$ cat config.mk
export PLATFORM = sky130hd
export DESIGN_NAME = cbha_slot_find
export DESIGN_NICKNAME = d
export VERILOG_FILES = /design/src/design/cbha_pkg.sv /design/src/design/cbha_slot_find.sv
export SDC_FILE = /design/constraint.sdc
export NUM_CORES = 1
export LEC_CHECK = 0
export BUFFER_PORTS_ARGS = -buffer_cell sky130_fd_sc_hd__buf_2
export CAP_MARGIN = 20
export CORE_ASPECT_RATIO = 1.2
export CORE_MARGIN = 10
export CORE_UTILIZATION = 28
export DETAILED_ROUTE_END_ITERATION = 10
export GPL_TIMING_DRIVEN = 0
export SLEW_MARGIN = 10
export SYNTH_ARGS = -nofsm -noshare
export SYNTH_HDL_FRONTEND = slang
export SYNTH_SLANG_ARGS = --single-unit
$ cat constraint.sdc
create_clock -name vclk -period 4.26
set_input_delay 0.639 -clock vclk [all_inputs]
set_output_delay 0.639 -clock vclk [all_outputs]
set_load 0.02 [all_outputs]
$ cat src/design/cbha_pkg.sv
package cbha_pkg;

	// Handle layout: the upper bits name a chunk, the low bits name a slot.
	localparam int SLOTS      = 32;
	localparam int SLOT_W     = 5;
	localparam int HANDLE_W   = 9;
	localparam int ID_CHUNK_W = HANDLE_W - SLOT_W;
	localparam int OP_W       = 2;
	localparam int STATUS_W   = 2;
	localparam int DATA_W     = 32;

	typedef enum logic [OP_W-1:0] {
		OP_ALLOC = 2'd0,
		OP_FREE  = 2'd1,
		OP_GET   = 2'd2
	} op_t;

	typedef enum logic [STATUS_W-1:0] {
		ST_OK      = 2'd0,
		ST_INVALID = 2'd1,
		ST_FULL    = 2'd2
	} status_t;

	// Answer of the lowest-free-slot search.
	typedef struct packed {
		logic              found;
		logic [SLOT_W-1:0] idx;
	} slot_find_t;

endpackage

$ cat src/design/cbha_slot_find.sv
module cbha_slot_find (
	input  logic [cbha_pkg::SLOTS-1:0] occ,
	output cbha_pkg::slot_find_t       res
);
	import cbha_pkg::*;

	logic [SLOTS-1:0] free_bits;
	logic [SLOTS-1:0] lowest;

	// Isolate the lowest free slot as a one-hot word, then encode each index
	// bit as the OR of the slot positions that have that bit set.
	assign free_bits = ~occ;
	assign lowest    = free_bits & (~free_bits + SLOTS'(1));

	always_comb begin
		res.found = |free_bits;
		res.idx   = '0;
		for (int b = 0; b < SLOT_W; b++) begin
			for (int i = 0; i < SLOTS; i++) begin
				if (((i >> b) & 1) == 1) begin
					res.idx[b] = res.idx[b] | lowest[i];
				end
			end
		end
	end

endmodule

Yosys cells after proc, flatten, opt, wreduce, memory -nomap -nowiden
Cells that the tools add are included.

word-level totals
  register bits after elaboration = 0
  input port bits = 32
  output and inout port bits = 6

cells by class
  add/subtract/negate cells = 1
  bitwise operators = 78
  reductions and logical operators = 1

operators by type and width
  operator                                       count
  OR 1 bit                                       75
  NOT 32 bit                                     2
  adder 32 x 1 -> 32 bit, second input constant  1
  bitwise AND 32 bit                             1
  OR reduction 32 bit                            1

Depth between registers and ports, before layout
  depth in word-level cells = 19
  depth in mapped cells = 5

Worst setup path after synthesis
No wires, ideal clock.

  kind = input -> output
  from = input port occ[1] in the netlist's numbering
  to = output port res[3] in the netlist's numbering
  arrival time = 1.818 ns
  data required time = 3.621 ns
  setup slack = 1.803 ns
  cell stages on the path = 4
  cells stage by stage = nand4_1 or3_1 o31ai_2 nand4bb_1

RTL lines
  item         line                 text
  from (decl)  cbha_slot_find.sv:2  input logic [cbha_pkg::SLOTS-1:0] occ,
  to (decl)    cbha_slot_find.sv:3  output cbha_pkg::slot_find_t res

==> metrics.yaml <==
routing:
  drt_iter0_drc: 71
  avgViaCountPerCell: 5.764
  antenna_left: 0
  drc: 0
  drt_pre_antenna_iters: 4
  drt_wl_total_um: 2667
  num_vias: 1003
  wl_per_cell_um: 15.33
logic_synthesis:
  synth_top_area_share: 0.1085
  synth_area_leaders: "nand4_1 (11%), nor4_4 (6.1%), nand2_1 (6.0%)"
  synth_nets: 137
  postSynthAreaPerCell_um2: 6.590
  syn_inst: 105
  syn_area_um2: 691.9
  ys_top_cells_by_count: "nand4_1 (12), nand2_1 (11), nor2_1 (11)"
  synth_top_cell_by_area: "nand4_1"
  ys_types: 39
  yosysWarnings: 0
  ys_seq_area_frac: 0
  yosysMostFrequentCell: "nand4_1"
timing:
  setup_tns_ps: 0
  worst_pin_slew_ps: 526.7
  rsz0062_at_grt: "false"
  fmax_mhz: 350.7
  hold_violations: 0
  period_needed_ps: 2851
  setup_viol: 0
  slew_headroom: 0.6463
  finalCritPeriodShare: 0.6693
  drv_slew: 0
  setup_slack_ps: 1409
global_routing:
  grt_pass1_wl_um: 4278
  grt_pass1_vias: 980
  track_usage: 0.09860
  antenna_found_initial: 0
  grt_remaining_overflow: 0
  grt_max_degree: 11
floorplan:
  die-area_um2: 4868
  core_um2: 2330
  die_h_um: 74.46
  start_util: 0.2970
  rows: 19
  die_w_um: 65.38
  pin_count: 38
cells_and_area:
  ff_latch_area_um2: 0
  antenna_cells: 0
  syn2layout_area_growth_pct: 33.09
  clock_buffers: 0
  nets: 177
  drive_above_1_share: 0.3357
  n_sequential_cell: 0
setup_path:
  crit_family: "simple AND/OR/NAND/NOR gates"
  worst_setup_path_start_kind: "primary input"
  slowest_stage: "nor4_4"
  endpoint: "res[2]"
  cp_cell_sequence: "buf_2, nand4_1, nor4_4, a22o_1, a21oi_1, or3b_1, buf_2"
  cp.arrival_ps: 2210
  crit_required_ps: 3620
  crit_type: "primary input to primary output"
  cp_max_fo: 7
  worstSetupStartpoint: "occ[1]"
  crit_buf_inv: 2
  worst-path-stages: 7
  worst_path_largest_cell_delay_ps: 540
  cp_common_cell: "buf_2"
  crit_path_end_kind: "primary output"
flow_run:
  maxCapViolations: 0
place:
  dp_slack_ps: 1439
  io_buffer_count: 38
  gp_congestion: 0.8399
  dp_hpwl_um: 2320
clocking:
  cts_setup_buffers: 0
  hold_buffers: 0
  postCtsResizedCells: 0
pwr:
  cellPowerDensity_nw_per_um2: 60.27
  leakage_uw: 0.0004051
  ir_worst_vdd_uv: 27.58
  power_uw: 55.50
hold_path:
  hp-class: "primary input to primary output"
outcome:
  outcome: "finished clean"
==> cells by family (layout without fill, tap and decap cells) <==
| logic type | count (synthesis) | in the layout | synth area share |
|---|---|---|---|
| simple gates | 66 | 66 | 0.6239 |
| compound gates | 32 | 32 | 0.3382 |
| buf+inv | 7 | 45 | 0.03798 |
==> stage by stage <==
stage / cell area, um^2 / hold WS (ps) / instances / util
floorplan: 691.9 / 1439 / 105 / -
global placement: 920.9 / 1613 / 174 / 0.3953
detailed placement: 920.9 / 1622 / 174 / 0.3953
CTS: 920.9 / 1626 / 174 / 0.3953
global route: 920.9 / 1639 / 174 / 0.3953
finish: 920.9 / 1617 / 174 / 0.3953
==> cell usage in the layout, fill, tap and decap left out, drive strengths merged, types with 2 or more instances in the layout <==
cell type and count:
nand3 4, nand4b 2, o31ai 2, a32o 4
o21ai 8, nand2 11, nand4 14, inv 7
nor2b 2, a211oi 2, nor2 11, nor4 4
or3b 2, nand2b 3, or3 2, a31oi 2
and3 2, nor3 4, a21oi 5, buf 38
==> where the power goes <==
group | internal, uW | switching [uW]
clock | 0 | 0
combinational | 21.5 | 34.0
sequential | 0 | 0
total | 21.5 | 34.0
==> worst min-delay path by stage <==
stage / startpoint / to / cells past startpoint / slack [ps]
CTS: occ[31] / res[5] / 3 / 1630
floorplan: occ[30] / res[5] / 1 / 1440
global route: occ[30] / res[5] / 3 / 1640
global placement: occ[31] / res[5] / 3 / 1610
finish: occ[31] / res[5] / 3 / 1620
detailed placement: occ[31] / res[5] / 3 / 1620
==> final cells by class <==
class / instances / area, um^2
fillers: 269 / 1409
inverters: 7 / 26.28
multi-input cells: 98 / 665.6
well taps: 31 / 38.79
repair buffers: 38 / 190.2
==> metal layers <==
layer	vias up	wire [um]	share of wire	global-route usage
met4	0	0	0	0.002381
met3	0	118	0.044	0.01051
met2	23	1464	0.55	0.1922
met5	-	0	0	0
li1	505	-	-	-
met1	475	1084	0.41	0.1174
Power figures use the tool's default switching activity.
